--- config.mk ---
export PLATFORM = sky130hd
export DESIGN_NAME = ansi_sgr_color_text_parser
export DESIGN_NICKNAME = d
export VERILOG_FILES = /design/src/design/sgr_pkg.sv /design/src/design/ansi_sgr_color_text_parser.sv
export SDC_FILE = /design/constraint.sdc
export NUM_CORES = 1
export LEC_CHECK = 0
export ABC_AREA = 1
export BUFFER_PORTS_ARGS = -buffer_cell sky130_fd_sc_hd__clkbuf_2
export CORE_ASPECT_RATIO = 0.7
export CORE_MARGIN = 2
export CORE_UTILIZATION = 54
export CTS_CLUSTER_DIAMETER = 200
export DETAILED_ROUTE_END_ITERATION = 8
export PLACE_DENSITY = 0.82
export SLEW_MARGIN = 0
export SYNTH_ARGS = -nofsm -noshare
export SYNTH_HDL_FRONTEND = slang
export SYNTH_SLANG_ARGS = --single-unit
--- constraint.sdc ---
create_clock -name clock -period 5.4 [get_ports clock]
set_clock_uncertainty 0.2 [all_clocks]
set_input_delay 1.08 -clock clock [delete_from_list [all_inputs] [get_ports clock]]
set_output_delay 1.08 -clock clock [all_outputs]
set_load 0.01 [all_outputs]
--- src/design/sgr_pkg.sv ---
package sgr_pkg;

   localparam int MaxValues  = 3;
   localparam int CountWidth = $clog2(MaxValues + 1);
   localparam int IdxWidth   = (MaxValues > 1) ? $clog2(MaxValues) : 1;
   localparam int MaxResults = 3;
   localparam int FifoDepth  = 4;
   localparam int PtrWidth   = $clog2(FifoDepth);
   localparam int FillWidth  = $clog2(FifoDepth + 1);

   localparam logic [7:0] ChEsc  = 8'h1B;
   localparam logic [7:0] ChOpen = 8'h5B;
   localparam logic [7:0] ChM    = 8'h6D;
   localparam logic [7:0] ChSemi = 8'h3B;
   localparam logic [7:0] ChNul  = 8'h00;

   localparam logic [7:0] CodeReset  = 8'd0;
   localparam logic [7:0] CodeBright = 8'd1;
   localparam logic [7:0] CodeFgLow  = 8'd30;
   localparam logic [7:0] CodeFgHigh = 8'd37;

   localparam logic [23:0] White = 24'hFFFFFF;

   localparam logic OpText  = 1'b0;
   localparam logic OpClear = 1'b1;

   localparam logic KindChar  = 1'b0;
   localparam logic KindBreak = 1'b1;

   typedef enum logic [2:0] {
      ModeText = 3'b001,
      ModeEsc  = 3'b010,
      ModeSeq  = 3'b100
   } mode_type;

   typedef struct packed {
      logic       kind;
      logic [7:0] char_out;
      logic [7:0] red;
      logic [7:0] green;
      logic [7:0] blue;
      logic       run_last;
   } result_type;

   function automatic logic [23:0] palette(input logic [3:0] idx);
      logic [23:0] rgb;
      case (idx)
         4'd0:    rgb = 24'h000000;
         4'd1:    rgb = 24'hFF0000;
         4'd2:    rgb = 24'h00FF00;
         4'd3:    rgb = 24'hFFFF00;
         4'd4:    rgb = 24'h0000FF;
         4'd5:    rgb = 24'hFF00FF;
         4'd6:    rgb = 24'h00FFFF;
         4'd7:    rgb = 24'hDCDCDC;
         4'd8:    rgb = 24'h808080;
         4'd9:    rgb = 24'hFF4040;
         4'd10:   rgb = 24'h40FF40;
         4'd11:   rgb = 24'hFFFF40;
         4'd12:   rgb = 24'h4040FF;
         4'd13:   rgb = 24'hFF40FF;
         4'd14:   rgb = 24'h40FFFF;
         default: rgb = 24'hFFFFFF;
      endcase
      return rgb;
   endfunction

endpackage

--- src/design/ansi_sgr_color_text_parser.sv ---
// ANSI SGR color text parser. Takes one text byte per cycle when not stalled and
// returns colored characters and segment breaks on the rsp_ channel, each
// carrying the 24-bit color in force after the byte. ESC '[' values ';' ... 'm'
// selects white (0) or one of eight palette colors (30..37), brightened by an
// earlier 1 in the same sequence. A byte is decoded in the cycle it is accepted
// and its zero to three results are written at once into a four-entry result
// buffer that drains one result per cycle while rsp_stall is low. A new byte is
// taken every cycle while the buffer holds at most one result, so a stream of
// single-result bytes runs at one byte per cycle while rsp_stall is low; a byte
// that yields two or three results (a lone ESC, a break at string end) holds off
// further bytes until the buffer drains back to one result.
module ansi_sgr_color_text_parser (
   input  logic       clock,
   input  logic       reset,
   input  logic       req_valid,
   output logic       req_stall,
   input  logic       req_operation,
   input  logic [7:0] req_char_in,
   input  logic       req_string_end,
   output logic       rsp_valid,
   input  logic       rsp_stall,
   output logic       rsp_kind,
   output logic [7:0] rsp_char_out,
   output logic [7:0] rsp_red,
   output logic [7:0] rsp_green,
   output logic [7:0] rsp_blue,
   output logic       rsp_run_last
);

   sgr_pkg::mode_type                 mode_ff, mode_in;
   logic [7:0]                        acc_ff, acc_in;
   logic [7:0]                        vals_ff [sgr_pkg::MaxValues];
   logic [7:0]                        vals_in [sgr_pkg::MaxValues];
   logic [sgr_pkg::CountWidth-1:0]    cnt_ff, cnt_in;
   logic [23:0]                       colour_ff, colour_in;
   logic                              nonempty_ff, nonempty_in;

   sgr_pkg::result_type               fifo_ff [sgr_pkg::FifoDepth];
   logic [sgr_pkg::PtrWidth-1:0]      wr_ptr_ff, wr_ptr_in;
   logic [sgr_pkg::PtrWidth-1:0]      rd_ptr_ff, rd_ptr_in;
   logic [sgr_pkg::FillWidth-1:0]     fill_ff, fill_in;

   logic                              req_fire;
   logic                              rsp_fire;
   logic [1:0]                        n_res;
   logic                              slot_kind [sgr_pkg::MaxResults];
   logic [7:0]                        slot_char [sgr_pkg::MaxResults];
   sgr_pkg::result_type               push_entry [sgr_pkg::MaxResults];
   logic                              text_en;
   logic                              bright;
   logic [sgr_pkg::CountWidth-1:0]    eff_cnt;
   logic [7:0]                        apply_vals [sgr_pkg::MaxValues];
   logic [11:0]                       acc_wide;
   logic [7:0]                        pal_off;
   sgr_pkg::result_type               head;

   assign req_stall = (fill_ff > sgr_pkg::FillWidth'(1));
   assign req_fire  = req_valid && !req_stall;
   assign rsp_valid = (fill_ff != '0);
   assign rsp_fire  = rsp_valid && !rsp_stall;

   assign acc_wide = ({4'd0, acc_ff} << 3) + ({4'd0, acc_ff} << 1)
                   + {8'd0, req_char_in[3:0]};

   always_comb begin
      mode_in     = mode_ff;
      acc_in      = acc_ff;
      vals_in     = vals_ff;
      cnt_in      = cnt_ff;
      colour_in   = colour_ff;
      nonempty_in = nonempty_ff;
      n_res       = 2'd0;
      text_en     = 1'b0;
      bright      = 1'b0;
      eff_cnt     = cnt_ff;
      apply_vals  = vals_ff;
      pal_off     = 8'd0;
      for (int k = 0; k < sgr_pkg::MaxResults; k++) begin
         slot_kind[k] = sgr_pkg::KindChar;
         slot_char[k] = 8'd0;
      end

      if (req_fire) begin
         if (req_operation == sgr_pkg::OpClear) begin
            mode_in     = sgr_pkg::ModeText;
            acc_in      = 8'd0;
            cnt_in      = '0;
            colour_in   = sgr_pkg::White;
            nonempty_in = 1'b0;
            for (int k = 0; k < sgr_pkg::MaxValues; k++) begin
               vals_in[k] = 8'd0;
            end
         end else begin
            if (req_char_in != sgr_pkg::ChNul) begin
               case (mode_ff)
                  sgr_pkg::ModeEsc: begin
                     if (req_char_in == sgr_pkg::ChOpen) begin
                        if (nonempty_ff) begin
                           slot_kind[n_res] = sgr_pkg::KindBreak;
                           slot_char[n_res] = 8'd0;
                           n_res            = n_res + 2'd1;
                        end
                        nonempty_in = 1'b0;
                        acc_in      = 8'd0;
                        cnt_in      = '0;
                        mode_in     = sgr_pkg::ModeSeq;
                     end else begin
                        // stray ESC goes out as text, then the byte itself unless it is another ESC
                        slot_kind[n_res] = sgr_pkg::KindChar;
                        slot_char[n_res] = sgr_pkg::ChEsc;
                        n_res            = n_res + 2'd1;
                        nonempty_in      = 1'b1;
                        text_en          = 1'b1;
                     end
                  end
                  sgr_pkg::ModeSeq: begin
                     if (req_char_in == sgr_pkg::ChM) begin
                        if (cnt_ff < sgr_pkg::CountWidth'(sgr_pkg::MaxValues)) begin
                           apply_vals[cnt_ff[sgr_pkg::IdxWidth-1:0]] = acc_ff;
                           vals_in[cnt_ff[sgr_pkg::IdxWidth-1:0]]    = acc_ff;
                           eff_cnt = cnt_ff + sgr_pkg::CountWidth'(1);
                        end else begin
                           eff_cnt = sgr_pkg::CountWidth'(sgr_pkg::MaxValues);
                        end
                        for (int i = 0; i < sgr_pkg::MaxValues; i++) begin
                           if (sgr_pkg::CountWidth'(i) < eff_cnt) begin
                              if (apply_vals[i] == sgr_pkg::CodeReset) begin
                                 colour_in = sgr_pkg::White;
                              end else if (apply_vals[i] == sgr_pkg::CodeBright) begin
                                 bright = 1'b1;
                              end else if (apply_vals[i] >= sgr_pkg::CodeFgLow &&
                                           apply_vals[i] <= sgr_pkg::CodeFgHigh) begin
                                 pal_off   = apply_vals[i] - sgr_pkg::CodeFgLow;
                                 colour_in = sgr_pkg::palette({bright, pal_off[2:0]});
                              end
                           end
                        end
                        mode_in = sgr_pkg::ModeText;
                        acc_in  = 8'd0;
                        cnt_in  = '0;
                     end else if (cnt_ff >= sgr_pkg::CountWidth'(sgr_pkg::MaxValues)) begin
                        acc_in  = 8'd0;
                        cnt_in  = '0;
                        text_en = 1'b1;
                     end else if (req_char_in inside {["0":"9"]}) begin
                        acc_in = (acc_wide > 12'd255) ? 8'd255 : acc_wide[7:0];
                     end else if (req_char_in == sgr_pkg::ChSemi) begin
                        vals_in[cnt_ff[sgr_pkg::IdxWidth-1:0]] = acc_ff;
                        cnt_in = cnt_ff + sgr_pkg::CountWidth'(1);
                        acc_in = 8'd0;
                     end else begin
                        // abandon the sequence, byte falls back to text
                        acc_in  = 8'd0;
                        cnt_in  = '0;
                        text_en = 1'b1;
                     end
                  end
                  default: begin
                     text_en = 1'b1;
                  end
               endcase

               if (text_en) begin
                  if (req_char_in == sgr_pkg::ChEsc) begin
                     mode_in = sgr_pkg::ModeEsc;
                  end else begin
                     mode_in          = sgr_pkg::ModeText;
                     slot_kind[n_res] = sgr_pkg::KindChar;
                     slot_char[n_res] = req_char_in;
                     n_res            = n_res + 2'd1;
                     nonempty_in      = 1'b1;
                  end
               end
            end

            if (req_string_end) begin
               if (mode_in == sgr_pkg::ModeEsc) begin
                  slot_kind[n_res] = sgr_pkg::KindChar;
                  slot_char[n_res] = sgr_pkg::ChEsc;
                  n_res            = n_res + 2'd1;
                  nonempty_in      = 1'b1;
               end
               if (nonempty_in) begin
                  slot_kind[n_res] = sgr_pkg::KindBreak;
                  slot_char[n_res] = 8'd0;
                  n_res            = n_res + 2'd1;
               end
               nonempty_in = 1'b0;
               mode_in     = sgr_pkg::ModeText;
               acc_in      = 8'd0;
               cnt_in      = '0;
            end
         end
      end
   end

   // every result of a byte carries the color left after that byte
   always_comb begin
      for (int k = 0; k < sgr_pkg::MaxResults; k++) begin
         push_entry[k].kind     = slot_kind[k];
         push_entry[k].char_out = slot_char[k];
         push_entry[k].red      = colour_in[23:16];
         push_entry[k].green    = colour_in[15:8];
         push_entry[k].blue     = colour_in[7:0];
         push_entry[k].run_last = (2'(k) == n_res - 2'd1);
      end
   end

   assign wr_ptr_in = wr_ptr_ff + sgr_pkg::PtrWidth'(n_res);
   assign rd_ptr_in = rd_ptr_ff + sgr_pkg::PtrWidth'(rsp_fire);
   assign fill_in   = fill_ff + sgr_pkg::FillWidth'(n_res)
                    - sgr_pkg::FillWidth'(rsp_fire);

   always_ff @(posedge clock) begin
      for (int k = 0; k < sgr_pkg::MaxResults; k++) begin
         if (2'(k) < n_res) begin
            fifo_ff[wr_ptr_ff + sgr_pkg::PtrWidth'(k)] <= push_entry[k];
         end
      end
   end

   always_ff @(posedge clock) begin
      if (reset) begin
         mode_ff     <= sgr_pkg::ModeText;
         acc_ff      <= 8'd0;
         cnt_ff      <= '0;
         colour_ff   <= sgr_pkg::White;
         nonempty_ff <= 1'b0;
         wr_ptr_ff   <= '0;
         rd_ptr_ff   <= '0;
         fill_ff     <= '0;
         for (int k = 0; k < sgr_pkg::MaxValues; k++) begin
            vals_ff[k] <= 8'd0;
         end
      end else begin
         mode_ff     <= mode_in;
         acc_ff      <= acc_in;
         cnt_ff      <= cnt_in;
         colour_ff   <= colour_in;
         nonempty_ff <= nonempty_in;
         wr_ptr_ff   <= wr_ptr_in;
         rd_ptr_ff   <= rd_ptr_in;
         fill_ff     <= fill_in;
         vals_ff     <= vals_in;
      end
   end

   assign head         = fifo_ff[rd_ptr_ff];
   assign rsp_kind     = head.kind;
   assign rsp_char_out = head.char_out;
   assign rsp_red      = head.red;
   assign rsp_green    = head.green;
   assign rsp_blue     = head.blue;
   assign rsp_run_last = head.run_last;

   a_fill_bound: assert property (@(posedge clock) disable iff (reset)
      fill_ff <= sgr_pkg::FillWidth'(sgr_pkg::FifoDepth))
      else $error("result buffer overfilled");

   a_break_no_char: assert property (@(posedge clock) disable iff (reset)
      rsp_valid && rsp_kind == sgr_pkg::KindBreak |-> rsp_char_out == 8'd0)
      else $error("segment break carries a character");

   a_end_closes: assert property (@(posedge clock) disable iff (reset)
      req_fire && req_operation == sgr_pkg::OpText && req_string_end
      |=> mode_ff == sgr_pkg::ModeText && !nonempty_ff && cnt_ff == '0)
      else $error("string end left parse state open");

   a_clear_white: assert property (@(posedge clock) disable iff (reset)
      req_fire && req_operation == sgr_pkg::OpClear
      |=> colour_ff == sgr_pkg::White && fill_ff == $past(fill_ff)
          - sgr_pkg::FillWidth'($past(rsp_fire)))
      else $error("clear produced results or kept color");

   a_count_bound: assert property (@(posedge clock) disable iff (reset)
      cnt_ff <= sgr_pkg::CountWidth'(sgr_pkg::MaxValues))
      else $error("value count past limit");

endmodule

==> impl_metrics.env <==
export IMPL_synthCells=1693
export IMPL_intPower_mw=3.05
export IMPL_avgSynthCellArea_um2=7.39
export IMPL_synthXorXnorAreaFrac_pct=0.420
export IMPL_max_vdd_ir_drop_v=0.000348
export IMPL_synth_simple_area_share_pct=30.7
export IMPL_rsz0062_at_grt="false"
export IMPL_wl_mm=33.5
export IMPL_worst_slew_pin_slew_ns=1.12
export IMPL_drive_above_1_share_pct=11.3
export IMPL_clkLatencyLatePin_ns=0.51
export IMPL_r2r_cells=22
export IMPL_die_area_um2=24400
export IMPL_slew_limit_headroom_pct=25.5
export IMPL_drt_initial_drc_count=1280
export IMPL_clk_pin_slew_ns=0.06
export IMPL_cp_num_buf_inv=6
export IMPL_r2r_end="fifo_ff[2][16]"
export IMPL_power_switching_mw=1.83
export IMPL_min_delay_start="vals_ff[19]"
export IMPL_pwr_share_clk_pct=29.6
export IMPL_fp_row_count=46
export IMPL_top_layer="met4"
export IMPL_p_leak_nw=5.86
export IMPL_crit_arrival_ns=4.68
export IMPL_synth_area_top_cells="edfxtp_1 (33%), nand2_1 (16%), dfxtp_1 (11%), o21ai_0 (5.2%), nor2_1 (5.2%)"
export IMPL_synth_seq_cells=205
export IMPL_wl_per_cell_um=16.4
export IMPL_switching_share_pct=37.5
export IMPL_grt_start_max_net_pins=70
export IMPL_crit_path_end_kind="flop"
export IMPL_cts_tree="yes"
export IMPL_final_nets=1760
export IMPL_grt_pass1_vias=10400
export IMPL_ant_nets=0
export IMPL_antenna_cells=0
export IMPL_critPathKind="input pin to flop"
export IMPL_synth_compound_area_share_pct=13.6
export IMPL_setup_viol=0
export IMPL_slowest_delay_ns=0.31
export IMPL_slowest_stage="ha_1"
export IMPL_syn_num_nets=1741
export IMPL_htreeDepth=1
export IMPL_yosys_warnings=0
export IMPL_cpMostUsedCell="nand2_1"
export IMPL_outcome="finished clean"
export IMPL_die_width_um=186
export IMPL_async_reset_ff_share_pct=0
export IMPL_ys_seq_area_share_pct=43.7
export IMPL_cts_made_buffers=21
export IMPL_cts_path_max_buffers=3
export IMPL_synth_mux_area_share_pct=0
export IMPL_start_kind="input pin"
export IMPL_synth_fa_ha_area_share_pct=3.58
export IMPL_wl_met3_mm=2.94
export IMPL_power_frac_comb_pct=33.4
export IMPL_io_pins=50
export IMPL_final_max_slew_viol_count=0
export IMPL_vias=11500
export IMPL_drcViolationCount=0
export IMPL_synthDistinctLibCells=47
export IMPL_portBuffers=49
export IMPL_synth_top_family_by_area="simple AND/OR/NAND/NOR gates"
export IMPL_dp_hpwl_mm=23.4
export IMPL_initial_core_util_pct=55.1
export IMPL_gp_congestion=0.950
export IMPL_hold_viol_final=0
export IMPL_dr_pass1_iters=5
export IMPL_synth_edff_count=136
export IMPL_cts_resized=0
export IMPL_min_period_over_period_pct=86.7
export IMPL_core_area_um2=22700
export IMPL_viasPerCell=5.65
export IMPL_synth_area_um2=12500
export IMPL_clockRootBuffer="clkbuf_16"
export IMPL_seqPwrFrac_pct=36.9
export IMPL_pwr_density_cell_nw_per_um2=356
export IMPL_r2r_slack_ns=1.28
export IMPL_hold_depth=2
export IMPL_worstReg2RegStart="mode_ff[2]"
export IMPL_min_period_ns=4.68
export IMPL_synth_top_cell_by_area="edfxtp_1"
export IMPL_crit_chain="clkbuf_2, inv_2, nand2_1, nor2_4, nand3b_2, nand2_1, nand2_1, ha_1, inv_1, nand2_1, nand3_2, ha_1, nand3_1, nand2_1, inv_1, ha_1, inv_1, nand2_4, nand2_8, nand2_8, nor2_4, nand2_2, nand3_2, buf_12"
export IMPL_worstPathRequired_ns=5.40
export IMPL_clock_sinks=205
export IMPL_drt_met1_wl_mm=15.6
export IMPL_synthFlopType="edfxtp_1"
export IMPL_p_total_mw=4.88
export IMPL_crit_family="simple AND/OR/NAND/NOR gates"
export IMPL_drv_cap=0
export IMPL_wl_met2_mm=14.4
export IMPL_cts_hold_buf=0
export IMPL_cts_setup_buffers=0
export IMPL_track_usage_pct=27.2
export IMPL_antenna_found_initial=0
export IMPL_dieHeight_um=131
export IMPL_netlist_area_leader_share_pct=32.7
export IMPL_clock_fmax_ghz=0.214
export IMPL_worstPathMaxFanout=34
export IMPL_min_to="vals_ff[19]"
export IMPL_synthToLayoutAreaGrowth_pct=9.52
export IMPL_grt_pass1_wl_mm=53.6
export IMPL_tns_ns=0
export IMPL_overflow=0
export IMPL_min_path_type="flop to flop"
-- cells in the mapped netlist (2+ instances only) --
cell type    n
a211oi_1    16
nor2_1     174
buf_6        5
buf_1        8
nand3_1     86
a31oi_1      5
ha_1        31
nor3_2       2
or2_2       15
inv_1      150
a21oi_1     79
fa_1         3
edfxtp_1   136
buf_4        3
nor2_2       8
o21ai_2      3
xnor2_1      3
a21oi_4      2
nand2_1    541
buf_2       15
nand2_2      6
nor3_1      10
o211ai_1     7
inv_2       23
xor2_1       3
nand2_8      2
nand3_2     11
nand2_4      8
clkbuf_1    42
nor2_4       5
o21ai_0    131
o21ai_1     28
o22ai_1     34
dfxtp_1     69
nand4_1     14
clkinv_1     2
o21a_1       2
nand3_4      2
-- placed cells by master, fill, tap and decap left out, types with 5 or more instances in the layout --
cell       Yosys  layout
a211oi_1      16      16
a21oi_1       79      79
a31oi_1        5       5
buf_4          3      16
clkbuf_16      0      22
clkbuf_2       0      49
dfxtp_1       69      68
edfxtp_1     136     136
ha_1          31      31
inv_1        150     149
inv_2         23      24
nand2_1      541     541
nand2_2        6       6
nand2_4        8       8
nand3_1       86      83
nand3_2       11      14
nand4_1       14      14
nor2_1       174     174
nor2_2         8       8
nor2_4         5       5
nor3_1        10      10
o211ai_1       7       7
o21ai_0      131     131
o21ai_1       28      28
o22ai_1       34      34
or2_2         15      15
-- worst max-delay path by stage --
stage / from / endpoint / slack, ns / depth (start not counted)
after global routing: req_char_in[2] / fifo_ff[2][16] / 0.47 / 24
after detailed placement: req_char_in[2] / fifo_ff[2][7] / 0.29 / 24
after CTS: req_char_in[2] / fifo_ff[2][16] / 0.78 / 24
after global placement: req_char_in[2] / fifo_ff[2][16] / 0.44 / 24
after floorplan: req_char_in[7] / fifo_ff[0][0] / 0.32 / 22
final: req_char_in[2] / fifo_ff[2][16] / 0.72 / 24
-- worst reg2reg max path, stage by stage (launching register included) --
cell	delay [ns]
dfxtp_1	0.38
inv_2	0.06
nand3_2	0.10
inv_2	0.07
nand2_1	0.16
nand2_1	0.10
ha_1	0.28
inv_1	0.04
nand2_1	0.06
nand3_2	0.12
ha_1	0.31
nand3_1	0.08
nand2_1	0.16
inv_1	0.07
ha_1	0.29
inv_1	0.10
nand2_4	0.08
nand2_8	0.10
nand2_8	0.09
nor2_4	0.30
nand2_2	0.26
nand3_2	0.16
buf_12	0.23
-- sequential cells by signal (all words and copies together), names as in the netlist --
| register | cells |
|---|---|
| fill_ff | 3 |
| nonempty_ff | 1 |
| cnt_ff | 2 |
| mode_ff | 3 |
| colour_ff | 24 |
| wr_ptr_ff | 2 |
| vals_ff | 24 |
| fifo_ff | 136 |
| acc_ff | 8 |
| rd_ptr_ff | 2 |
-- per-layer routing --
metal	GRT usage [%]	up-vias
met2	41.4	518
li1	-	5604
met5	0	-
met3	4.24	50
met4	5.21	0
met1	41.3	5353
-- power groups by stage --
stage / registers, mW / logic, mW / clock network, mW
detailed placement: 1.83 / 1.59 / 0
CTS: 1.80 / 1.61 / 1.46
global placement: 1.83 / 1.56 / 0
global route: 1.81 / 1.82 / 1.53
floorplan: 1.82 / 1.15 / 0
finish: 1.80 / 1.63 / 1.44
-- cells by family (layout without fill, tap and decap cells) --
family / Yosys count / in the layout
adder cells (fa/ha/maj): 34 / 34
AO/OA/AOI/OAI: 309 / 309
AND/OR/NAND/NOR: 891 / 891
flip-flops: 205 / 205
XOR/XNOR: 6 / 6
buffers and inverters: 248 / 282
-- layout make-up --
cell class | instances | area (µm²)
Multi-Input combinational cell | 1240 | 6060
Timing Repair Buffer | 69 | 445
Sequential cell | 205 | 5470
Clock buffer | 28 | 593
Clock inverter | 10 | 86.3
Fill cell | 2051 | 8980
Inverter | 175 | 657
Tap cell | 312 | 390
-- per-stage QoR --
stage / hold slack [ns] / area [µm²] / setup slack [ns] / util [%] / std cells
2_1_floorplan: 0.243 / 12500 / 0.316 / - / 1693
3_3_place_gp: 0.260 / 13000 / 0.444 / 57.4 / 2001
3_5_place_dp: 0.266 / 13000 / 0.293 / 57.4 / 2001
4_1_cts: 0.277 / 13700 / 0.784 / 60.4 / 2039
5_1_grt: 0.299 / 13700 / 0.474 / 60.4 / 2039
6_report: 0.280 / 13700 / 0.720 / 60.4 / 2039
Power figures use the tool's default switching activity.
